--- config.mk ---
export PLATFORM = sky130hd
export DESIGN_NAME = text_case_normalizer
export DESIGN_NICKNAME = d
export VERILOG_FILES = /design/src/rtl/tcn_pkg.sv /design/src/rtl/text_case_normalizer.sv /design/src/rtl/tcn_case_pass.sv /design/src/rtl/tcn_out_queue.sv
export VERILOG_INCLUDE_DIRS = /design/src /design/src/rtl
export SDC_FILE = /design/constraint.sdc
export NUM_CORES = 1
export LEC_CHECK = 0
export ABC_AREA = 1
export BUFFER_PORTS_ARGS = -buffer_cell sky130_fd_sc_hd__buf_2
export CORE_UTILIZATION = 50
export CTS_CLUSTER_DIAMETER = 30
export DETAILED_ROUTE_END_ITERATION = 8
export PLACE_DENSITY = 0.69
export SKIP_CTS_REPAIR_TIMING = 1
export SLEW_MARGIN = 20
export SYNTH_ARGS = -nofsm -noshare
export SYNTH_HDL_FRONTEND = slang
export SYNTH_SLANG_ARGS = --single-unit
--- constraint.sdc ---
create_clock -name clk -period 2.2 [get_ports clk]
set_input_delay 0.11 -clock clk [delete_from_list [all_inputs] [get_ports clk]]
set_output_delay 0.11 -clock clk [all_outputs]
set_load 0.005 [all_outputs]
--- src/rtl/text_case_normalizer_macros.svh ---
// assertion helpers shared by text_case_normalizer and tcn_out_queue
`ifndef TEXT_CASE_NORMALIZER_MACROS_SVH
`define TEXT_CASE_NORMALIZER_MACROS_SVH

// same-cycle implication, checked outside reset
`define TCN_ASSERT_NOW(label, clk, rst_n, ante, cons, msg) \
  label: assert property (@(posedge clk) disable iff (!rst_n) (ante) |-> (cons)) \
    else $error(msg);

// next-cycle implication, checked outside reset
`define TCN_ASSERT_NEXT(label, clk, rst_n, ante, cons, msg) \
  label: assert property (@(posedge clk) disable iff (!rst_n) (ante) |=> (cons)) \
    else $error(msg);

`endif

--- src/rtl/tcn_pkg.sv ---
`timescale 1ns / 1ps

package tcn_pkg;

  localparam logic [7:0] CHAR_DOT   = 8'h2E;
  localparam logic [7:0] CHAR_QUEST = 8'h3F;
  localparam logic [7:0] CHAR_BANG  = 8'h21;
  localparam logic [7:0] CHAR_LOW_I = 8'h69;
  localparam logic [7:0] CHAR_UP_I  = 8'h49;
  localparam logic [7:0] CHAR_SPACE = 8'h20;
  localparam logic [7:0] CASE_BIT   = 8'h20;

  // lone-i scan phases
  localparam logic [1:0] PHASE_IDLE    = 2'd0;
  localparam logic [1:0] PHASE_BLANK   = 2'd1;
  localparam logic [1:0] PHASE_BLANK_I = 2'd2;

  // output queue geometry
  localparam int unsigned QUEUE_DEPTH = 4;
  localparam int unsigned QUEUE_AW    = 2;
  localparam int unsigned QUEUE_CW    = 3;

  typedef struct packed {
    logic       sentence_start;
    logic [1:0] scan_phase;
  } tcn_ctx_t;

  typedef struct packed {
    logic       eot;
    logic [7:0] data;
  } tcn_word_t;

  localparam tcn_ctx_t CTX_RESET = '{sentence_start: 1'b1, scan_phase: PHASE_IDLE};

  function automatic logic is_letter(input logic [7:0] c);
    return ((c >= 8'h41) && (c <= 8'h5A)) || ((c >= 8'h61) && (c <= 8'h7A));
  endfunction

  function automatic logic is_blank(input logic [7:0] c);
    return (c == CHAR_SPACE) || ((c >= 8'h09) && (c <= 8'h0D));
  endfunction

endpackage

--- src/rtl/text_case_normalizer.sv ---
`timescale 1ns / 1ps
`include "text_case_normalizer_macros.svh"

// text case normalizer: rewrites an all-uppercase byte stream in sentence case
// input channel in_*: one text byte per word, in_tlast marks the message end
// output channel out_*: corrected bytes, out_tlast on the final byte of a message
// each byte is held back by one word, since the lone-i rule needs the next byte;
// the held byte leaves the block when the next input word is accepted
// a word with in_tlast emits the held byte and then itself, and clears all state
// latency: a word enters the output queue one accepted word later, or in the same
// cycle for the last word, and can show on out_* from the cycle after that
// throughput: one input word per cycle while in_tready is high; a message's first word
// pushes nothing, its last pushes two, so it gives as many output words as input words
// in_tready is set by room in a four-word output queue: it stays high while the
// receiver keeps up, and drops when the receiver stalls and two words no longer fit
// reset: sentence start set, scan phase idle, no byte held, queue empty
module text_case_normalizer (
  input  logic       clk,
  input  logic       rst_n,
  input  logic       in_tvalid,
  output logic       in_tready,
  input  logic [7:0] in_tdata,   // [7:0] text_byte
  input  logic       in_tlast,   // last_char
  output logic       out_tvalid,
  input  logic       out_tready,
  output logic [7:0] out_tdata,  // [7:0] out_byte
  output logic       out_tlast   // end_of_text
);
  import tcn_pkg::*;

  // per-message context and the byte held back for the lone-i rule
  tcn_ctx_t   ctx_r, ctx_nxt, ctx_calc;
  logic [7:0] held_byte_r, held_byte_nxt;
  logic       held_valid_r, held_valid_nxt;

  logic [7:0] conv_byte;
  logic       patch_held;
  logic       in_fire;
  logic       room_two;
  logic [1:0] push_n;
  tcn_word_t  push_a, push_b, cur_word, held_word, head_word;

  tcn_case_pass u_case_pass (
    .byte_in    (in_tdata),
    .ctx_in     (ctx_r),
    .byte_out   (conv_byte),
    .ctx_out    (ctx_calc),
    .patch_held (patch_held)
  );

  assign in_tready = room_two;
  assign in_fire   = in_tvalid && in_tready;

  always_comb begin
    // held byte turns into a capital I when the lone-i pattern completes
    held_word.data = patch_held ? CHAR_UP_I : held_byte_r;
    held_word.eot  = 1'b0;
    cur_word.data  = conv_byte;
    cur_word.eot   = 1'b1;

    push_n = 2'd0;
    push_a = held_valid_r ? held_word : cur_word;
    push_b = cur_word;
    if (in_fire) begin
      push_n = {1'b0, held_valid_r} + {1'b0, in_tlast};
    end

    ctx_nxt        = ctx_r;
    held_byte_nxt  = held_byte_r;
    held_valid_nxt = held_valid_r;
    if (in_fire) begin
      if (in_tlast) begin
        // message done: back to the reset context
        ctx_nxt        = CTX_RESET;
        held_valid_nxt = 1'b0;
      end else begin
        ctx_nxt        = ctx_calc;
        held_byte_nxt  = conv_byte;
        held_valid_nxt = 1'b1;
      end
    end
  end

  always_ff @(posedge clk) begin
    held_byte_r <= held_byte_nxt;
  end

  always_ff @(posedge clk) begin
    if (!rst_n) begin
      ctx_r        <= CTX_RESET;
      held_valid_r <= 1'b0;
    end else begin
      ctx_r        <= ctx_nxt;
      held_valid_r <= held_valid_nxt;
    end
  end

  tcn_out_queue u_out_queue (
    .clk        (clk),
    .rst_n      (rst_n),
    .push_n     (push_n),
    .push_a     (push_a),
    .push_b     (push_b),
    .room_two   (room_two),
    .head_valid (out_tvalid),
    .head_word  (head_word),
    .head_ready (out_tready)
  );

  assign out_tdata = head_word.data;
  assign out_tlast = head_word.eot;

  `TCN_ASSERT_NEXT(a_last_clears, clk, rst_n, in_fire && in_tlast,
    !held_valid_r && ctx_r == CTX_RESET, "state not cleared after last word")
  `TCN_ASSERT_NEXT(a_fire_holds, clk, rst_n, in_fire && !in_tlast,
    held_valid_r, "byte not held after accepted word")
  `TCN_ASSERT_NOW(a_phase_legal, clk, rst_n, 1'b1,
    ctx_r.scan_phase != 2'd3, "unused scan phase reached")

endmodule

--- src/rtl/tcn_case_pass.sv ---
`timescale 1ns / 1ps

// case conversion and lone-i detection for one byte
module tcn_case_pass (
  input  logic [7:0]       byte_in,
  input  tcn_pkg::tcn_ctx_t ctx_in,
  output logic [7:0]       byte_out,
  output tcn_pkg::tcn_ctx_t ctx_out,
  output logic             patch_held
);
  import tcn_pkg::*;

  logic letter;
  logic punct;

  always_comb begin
    letter = is_letter(byte_in);
    punct  = (byte_in == CHAR_DOT) || (byte_in == CHAR_QUEST) || (byte_in == CHAR_BANG);

    byte_out               = byte_in;
    ctx_out.sentence_start = ctx_in.sentence_start;
    if (punct) begin
      ctx_out.sentence_start = 1'b1;
    end else if (letter) begin
      byte_out = ctx_in.sentence_start ? (byte_in & ~CASE_BIT) : (byte_in | CASE_BIT);
      ctx_out.sentence_start = 1'b0;
    end

    patch_held = 1'b0;
    unique case (ctx_in.scan_phase)
      PHASE_BLANK: begin
        ctx_out.scan_phase = (byte_out == CHAR_LOW_I) ? PHASE_BLANK_I : PHASE_IDLE;
      end
      PHASE_BLANK_I: begin
        ctx_out.scan_phase = is_blank(byte_out) ? PHASE_BLANK : PHASE_IDLE;
        patch_held         = !letter;
      end
      default: begin
        ctx_out.scan_phase = is_blank(byte_out) ? PHASE_BLANK : PHASE_IDLE;
      end
    endcase
  end

endmodule

--- src/rtl/tcn_out_queue.sv ---
`timescale 1ns / 1ps
`include "text_case_normalizer_macros.svh"

// small output queue: up to two words in per cycle, one word out
module tcn_out_queue (
  input  logic              clk,
  input  logic              rst_n,
  input  logic [1:0]        push_n,
  input  tcn_pkg::tcn_word_t push_a,
  input  tcn_pkg::tcn_word_t push_b,
  output logic              room_two,
  output logic              head_valid,
  output tcn_pkg::tcn_word_t head_word,
  input  logic              head_ready
);
  import tcn_pkg::*;

  tcn_word_t               mem_r [QUEUE_DEPTH];
  logic [QUEUE_AW-1:0]     wr_ptr_r, wr_ptr_nxt, wr_ptr_inc;
  logic [QUEUE_AW-1:0]     rd_ptr_r, rd_ptr_nxt;
  logic [QUEUE_CW-1:0]     count_r, count_nxt;
  logic                    pop;

  assign head_valid = (count_r != '0);
  assign head_word  = mem_r[rd_ptr_r];
  assign room_two   = (count_r <= QUEUE_CW'(QUEUE_DEPTH - 2));
  assign pop        = head_valid && head_ready;
  assign wr_ptr_inc = wr_ptr_r + 1'b1;

  always_comb begin
    wr_ptr_nxt = wr_ptr_r + QUEUE_AW'(push_n);
    rd_ptr_nxt = rd_ptr_r + QUEUE_AW'(pop);
    count_nxt  = count_r + QUEUE_CW'(push_n) - QUEUE_CW'(pop);
  end

  always_ff @(posedge clk) begin
    if (push_n != 2'd0) begin
      mem_r[wr_ptr_r] <= push_a;
    end
    if (push_n == 2'd2) begin
      mem_r[wr_ptr_inc] <= push_b;
    end
  end

  always_ff @(posedge clk) begin
    if (!rst_n) begin
      wr_ptr_r <= '0;
      rd_ptr_r <= '0;
      count_r  <= '0;
    end else begin
      wr_ptr_r <= wr_ptr_nxt;
      rd_ptr_r <= rd_ptr_nxt;
      count_r  <= count_nxt;
    end
  end

  `TCN_ASSERT_NOW(a_no_overflow, clk, rst_n, push_n != 2'd0, room_two, "push into full queue")
  `TCN_ASSERT_NOW(a_count_bound, clk, rst_n, 1'b1, count_r <= QUEUE_CW'(QUEUE_DEPTH), "count above depth")
  `TCN_ASSERT_NOW(a_ptr_track, clk, rst_n, 1'b1,
    QUEUE_AW'(wr_ptr_r - rd_ptr_r) == QUEUE_AW'(count_r), "pointers disagree with count")

endmodule

==> results.toml, run 1 <==
[critical_path]
rrSetupSlack_ps = 210
path_max_fanout = 3
critPathArrivalTime_ps = 2190
path_class = "flop to flop"
required_ps = 2400
cp-end-kind = "flop"
critPathLaunchType = "flop"

[layout]
nets = 347
drive_above_1_share_pct = 21.6
fin_area_mm2 = 0.00324
area_growth_pct = 12.5
fillCellCount = 478
regArea_mm2 = 0.00150
num_antenna_cells = 0
multi_input_area_mm2 = 0.00119

[place]
dpl_cell_area_mm2 = 0.00310
io_buffer_count = 23
place_hpwl_um = 4380
place_congestion = 0.858
dp_slack_ps = 222

[power]
ir_drop_mv = 0.475
leakage_nw = 1.28
power_per_cell_area_mw_per_mm2 = 952

[clock_network]
cts_sinks = 55
htree_num_levels = 2
numCtsBuffers = 5
cts_root_buffer = "clkbuf_8"
worstSkewPairLatency_ps = 310
clkTransAtPathRegs_ps = 90
cts_tree = "built"
clk_path_buf_depth = 2

[timing]
hold_violations = 0
max_freq_mhz = 501
fin_ws_ps = 205
period_share_pct = 90.7
tightest_slew_ps = 532
fin_crit_ps = 1990
fin_tns_setup_ps = 0
max_slew_margin_pct = 64.5
setup_violations = 0
slew_viol_final = 0
rsz0062_at_grt = "no"
fin_skew_ps = 8.36

[routing]
drt_iter0_markers = 180
drt_pre_antenna_iters = 5
vias = 2267
routed_wl_um = 6170
via_per_inst = 5.67
drc = 0
ant_nets = 0
wl_per_cell_um = 15.4

[floorplan]
die_area_mm2 = 0.00607
core_area_mm2 = 0.00554
die_h_um = 77.9
row_count = 27
ios = 24
start_util_pct = 52.0
die_w_um = 77.9

[global_route]
grt_pass1_wl_um = 10100
grt_overflow = 0
antenna_found_initial = 0
grt_use_total_pct = 21.9
grt_max_degree = 20
grt_pass1_vias = 2168

[synthesis]
synth-seq-cells = 55
ys.warnings.count = 0
synth_cell_types = 36
syn_area_mm2 = 0.00288
synth_async_sr_flop_share_pct = 0
synth_edf_count = 40
syn_inst = 298
yosysSeqAreaShare_pct = 52.2
syn-num-nets = 318
avgSynthCellArea_um2 = 9.66
synthFlopType = "edfxtp_1"

[run]
maxCapViolations = 0

[worst_hold_path]
hold_path_class = "input port to flop"

[status]
status = "finished clean"
synth_stat cells, types with 2 or more instances:
master    number  area, um2
buf_2          3       15.0
inv_1         35        131
a22oi_4        4       85.1
xnor2_1        3       26.3
dfxtp_1       15        300
ha_1           6       75.1
o22ai_1       37        231
o21ai_2        4       35.0
xor2_1         2       17.5
a21oi_2        2       17.5
clkbuf_1       5       18.8
nand3_1        4       20.0
nand3_2        3       30.0
nand2_1       37        139
nor2_1        37        139
o21ai_0       20        100
nor2_2         2       12.5
nand2_2        9       56.3
edfxtp_1      40       1200
a21oi_1        3       15.0
o211ai_1       4       30.0
inv_2          4       15.0
nand4_1        2       12.5
o21ai_1        5       25.0
layer usage:
metal  vias to the layer above  part of all wire [%]  track usage [%]
met5                         -                     0                0
met4                         0                   2.1             8.11
met3                        13                   6.1             3.41
met2                        88                    49             37.3
met1                      1061                    43             28.0
li1                       1105                     -                -
per-stage QoR:
| stage | util [%] | hold WS, ps | total power, mW | std cells |
|---|---|---|---|---|
| floorplan | - | 194 | 1.98 | 298 |
| global placement | 56.0 | 359 | 2.29 | 392 |
| detailed placement | 56.0 | 362 | 2.32 | 392 |
| CTS | 58.5 | 29.9 | 3.09 | 400 |
| global route | 58.5 | 45.4 | 3.27 | 400 |
| finish | 58.5 | 47.2 | 3.08 | 400 |
power breakdown:
part           switching (mW)  internal, mW  total [mW]
sequential             0.0785          1.25        1.33
combinational           0.578         0.386       0.964
clock                   0.333         0.454       0.786
total                   0.989          2.09        3.08
cells in the final DEF, fill, tap and decap left out, types with 6 or more instances in the layout:
master | netlist | final
buf_2 | 3 | 23
buf_4 | 1 | 8
dfxtp_1 | 15 | 15
edfxtp_1 | 40 | 40
ha_1 | 6 | 6
inv_1 | 35 | 35
nand2_1 | 37 | 37
nand2_2 | 9 | 9
nor2_1 | 37 | 37
o21ai_0 | 20 | 20
o22ai_1 | 37 | 37
critical path, stage by stage, from the launching register on:
cell and delay, ps:
dfxtp_1 400, nor2_1 80, a21boi_0 240, ha_1 280, inv_1 70, ha_1 140, inv_1 50, fa_1 370
xor2_1 170, inv_1 60, nor2_1 30
final cells by class:
class / count / area share (%)
timing repair buffer: 31 / 5.41
clock buffer: 5 / 2.12
tap: 72 / 2.78
sequential: 55 / 46.3
multi-input combinational: 195 / 36.7
inverter: 39 / 4.52
clock inverter: 3 / 2.09
cell families (layout without fill, tap and decap cells):
kind of cell / Yosys count / in the layout / share of synthesized area [%]
simple gates: 100 / 100 / 16.7
compound gates: 83 / 83 / 19.8
flops: 55 / 55 / 52.2
buf+inv: 48 / 78 / 6.52
fa+ha+maj: 7 / 7 / 3.30
xor+xnor: 5 / 5 / 1.52
worst paths after layout:
path,start,to,cells after the start
max,u_out_queue.count_r[2],u_out_queue.count_r[2],10
min,rst_n,ctx_r[2],2
max reg2reg,u_out_queue.count_r[2],u_out_queue.count_r[2],10
min reg2reg,ctx_r[0],ctx_r[0],2
registers in the layout, indices dropped and copies added (netlist names):
signal                count
held_valid_r              1
u_out_queue.rd_ptr_r      2
ctx_r                     3
u_out_queue.wr_ptr_r      2
held_byte_r               8
u_out_queue.count_r       3
u_out_queue.mem_r        36
No activity file was read; power rests on OpenSTA's default activity.
==> run 2, diff against run 1 <==
Settings changed: MAX_ROUTING_LAYER set to met4.
==> results.toml, run 2 (synthesis gave the netlist of run 1 again) <==
[place]
place_hpwl_um = 4380
post-place-cells = 392
dp_slack_ps = 222
place_congestion = 0.872
io_buffer_count = 23
dpl_cell_area_mm2 = 0.00310

[critical_path]
rr_startpoint = "u_out_queue.count_r[2]"
cp_cell_sequence = "nor2_1 > a21boi_0 > ha_1 > inv_1 > ha_1 > inv_1 > fa_1 > xor2_1 > inv_1 > nor2_1"
path_max_fanout = 3
worst-path-buf-inv = 3
required_ps = 2400
cpLargestDelayFamily = "adder cells"
critPathLaunchType = "flop"
max_stage_delay_ps = 400
rrSetupSlack_ps = 210
regToRegEndpoint = "u_out_queue.count_r[2]"
critPathArrivalTime_ps = 2190
path_class = "flop to flop"
cp-end-kind = "flop"
critical_path.slowest_cell = "dfxtp_1"
critPathMostFrequentCell = "inv_1"
r2r_cells = 10

[status]
status = "finished clean"

[routing]
vias = 2273
m1WireLength_um = 2610
routed_wl_um = 6170
wl_met3_um = 434
drc = 0
wl_per_cell_um = 15.4
wl_met2_um = 3030
drt_pre_antenna_iters = 5
via_per_inst = 5.68
drt_iter0_markers = 169
ant_nets = 0
top_layer = "met4"

[layout]
layout.cells.non_filler = 400
final_cell_mix = "edfxtp_1 (40), nor2_1 (37), nand2_1 (37), o22ai_1 (37), inv_1 (35)"
fin_area_mm2 = 0.00324
top_register = "u_out_queue.mem_r"
final_common_cell = "edfxtp_1"
area_growth_pct = 12.5
reg_top3 = "u_out_queue.mem_r (36), held_byte_r (8)"
drive_above_1_share_pct = 21.6
num_antenna_cells = 0
nets = 347
largest_reg_flops = 36

[timing]
setup_violations = 0
hold_violations = 0
fin_crit_ps = 1990
period_share_pct = 90.6
fin_tns_setup_ps = 0
fin_skew_ps = 10.3
fin_ws_ps = 207
slew_viol_final = 0
max_slew_margin_pct = 63.7
tightest_slew_ps = 544
max_freq_mhz = 502
rsz0062_at_grt = "no"

[power]
ir_drop_mv = 0.474
leakage_nw = 1.28
p_sw_uw = 990
swShare_pct = 32.1
power_frac_comb_pct = 31.3
power_per_cell_area_mw_per_mm2 = 952
p_int_mw = 2.09
power.share.sequential_pct = 43.2
power_frac_clock_pct = 25.4

[floorplan]
ios = 24
row_count = 27
core_area_mm2 = 0.00554
start_util_pct = 52.0
die_h_um = 77.9
die_area_mm2 = 0.00607
die_w_um = 77.9

[clock_network]
cts_tree = "built"
worstSkewPairLatency_ps = 310
htree_num_levels = 2
cts_sinks = 55
numCtsBuffers = 5
cts_root_buffer = "clkbuf_8"
clk_path_buf_depth = 2
clkTransAtPathRegs_ps = 90

[worst_hold_path]
min_to = "ctx_r[2]"
holdPathStages = 2
hold_path_class = "input port to flop"
hold_start = "rst_n"

[global_route]
antenna_found_initial = 0
grt_pass1_wl_um = 10100
grt_max_degree = 20
grt_use_total_pct = 22.6
grt_pass1_vias = 2169
grt_overflow = 0

[run]
maxCapViolations = 0
==> run 2: final cells by class <==
class	instances	area, um2
fillers	478	2300
flip-flops and latches	55	1500
multi-input cells	195	1190
repair buffers	31	175
inverters	39	146
well taps	72	90.1
clock buffers	5	68.8
clock inverters	3	67.6
==> run 2: worst max-delay path by stage <==
stage / cells past startpoint / slack [ps] / from / to
floorplan: 10 / 370 / u_out_queue.count_r[2] / u_out_queue.count_r[2]
global placement: 10 / 310 / u_out_queue.count_r[2] / u_out_queue.count_r[2]
detailed placement: 10 / 220 / u_out_queue.count_r[2] / u_out_queue.count_r[2]
CTS: 10 / 200 / u_out_queue.count_r[2] / u_out_queue.count_r[2]
global route: 10 / 70 / u_out_queue.count_r[0] / u_out_queue.count_r[2]
finish: 10 / 210 / u_out_queue.count_r[2] / u_out_queue.count_r[2]
==> run 2: layer usage <==
metal	vias to the layer above	GRT usage (%)
li1	1105	-
met1	1055	28.2
met2	101	37.2
met3	12	3.41
met4	0	8.11
met5	-	-
==> run 2: metrics by stage <==
stage / total power [mW] / utilization, % / hold WS [ps]
after floorplan: 1.98 / - / 194
after global placement: 2.29 / 56.0 / 359
after detailed placement: 2.32 / 56.0 / 362
after CTS: 3.09 / 58.5 / 29.9
after global routing: 3.27 / 58.5 / 45.4
final: 3.08 / 58.5 / 43.1
==> run 2: power groups by stage <==
stage | registers [mW] | logic [mW] | clock network [mW]
after global routing | 1.35 | 1.09 | 0.826
after CTS | 1.33 | 0.967 | 0.794
after detailed placement | 1.36 | 0.964 | 0
final | 1.33 | 0.966 | 0.785
after floorplan | 1.33 | 0.658 | 0
after global placement | 1.35 | 0.941 | 0
==> run 2: worst reg2reg max path, stage by stage, from the launching register on <==
cell      delay [ps]
dfxtp_1          400
nor2_1            80
a21boi_0         240
ha_1             280
inv_1             70
ha_1             130
inv_1             50
fa_1             370
xor2_1           170
inv_1             60
nor2_1            30
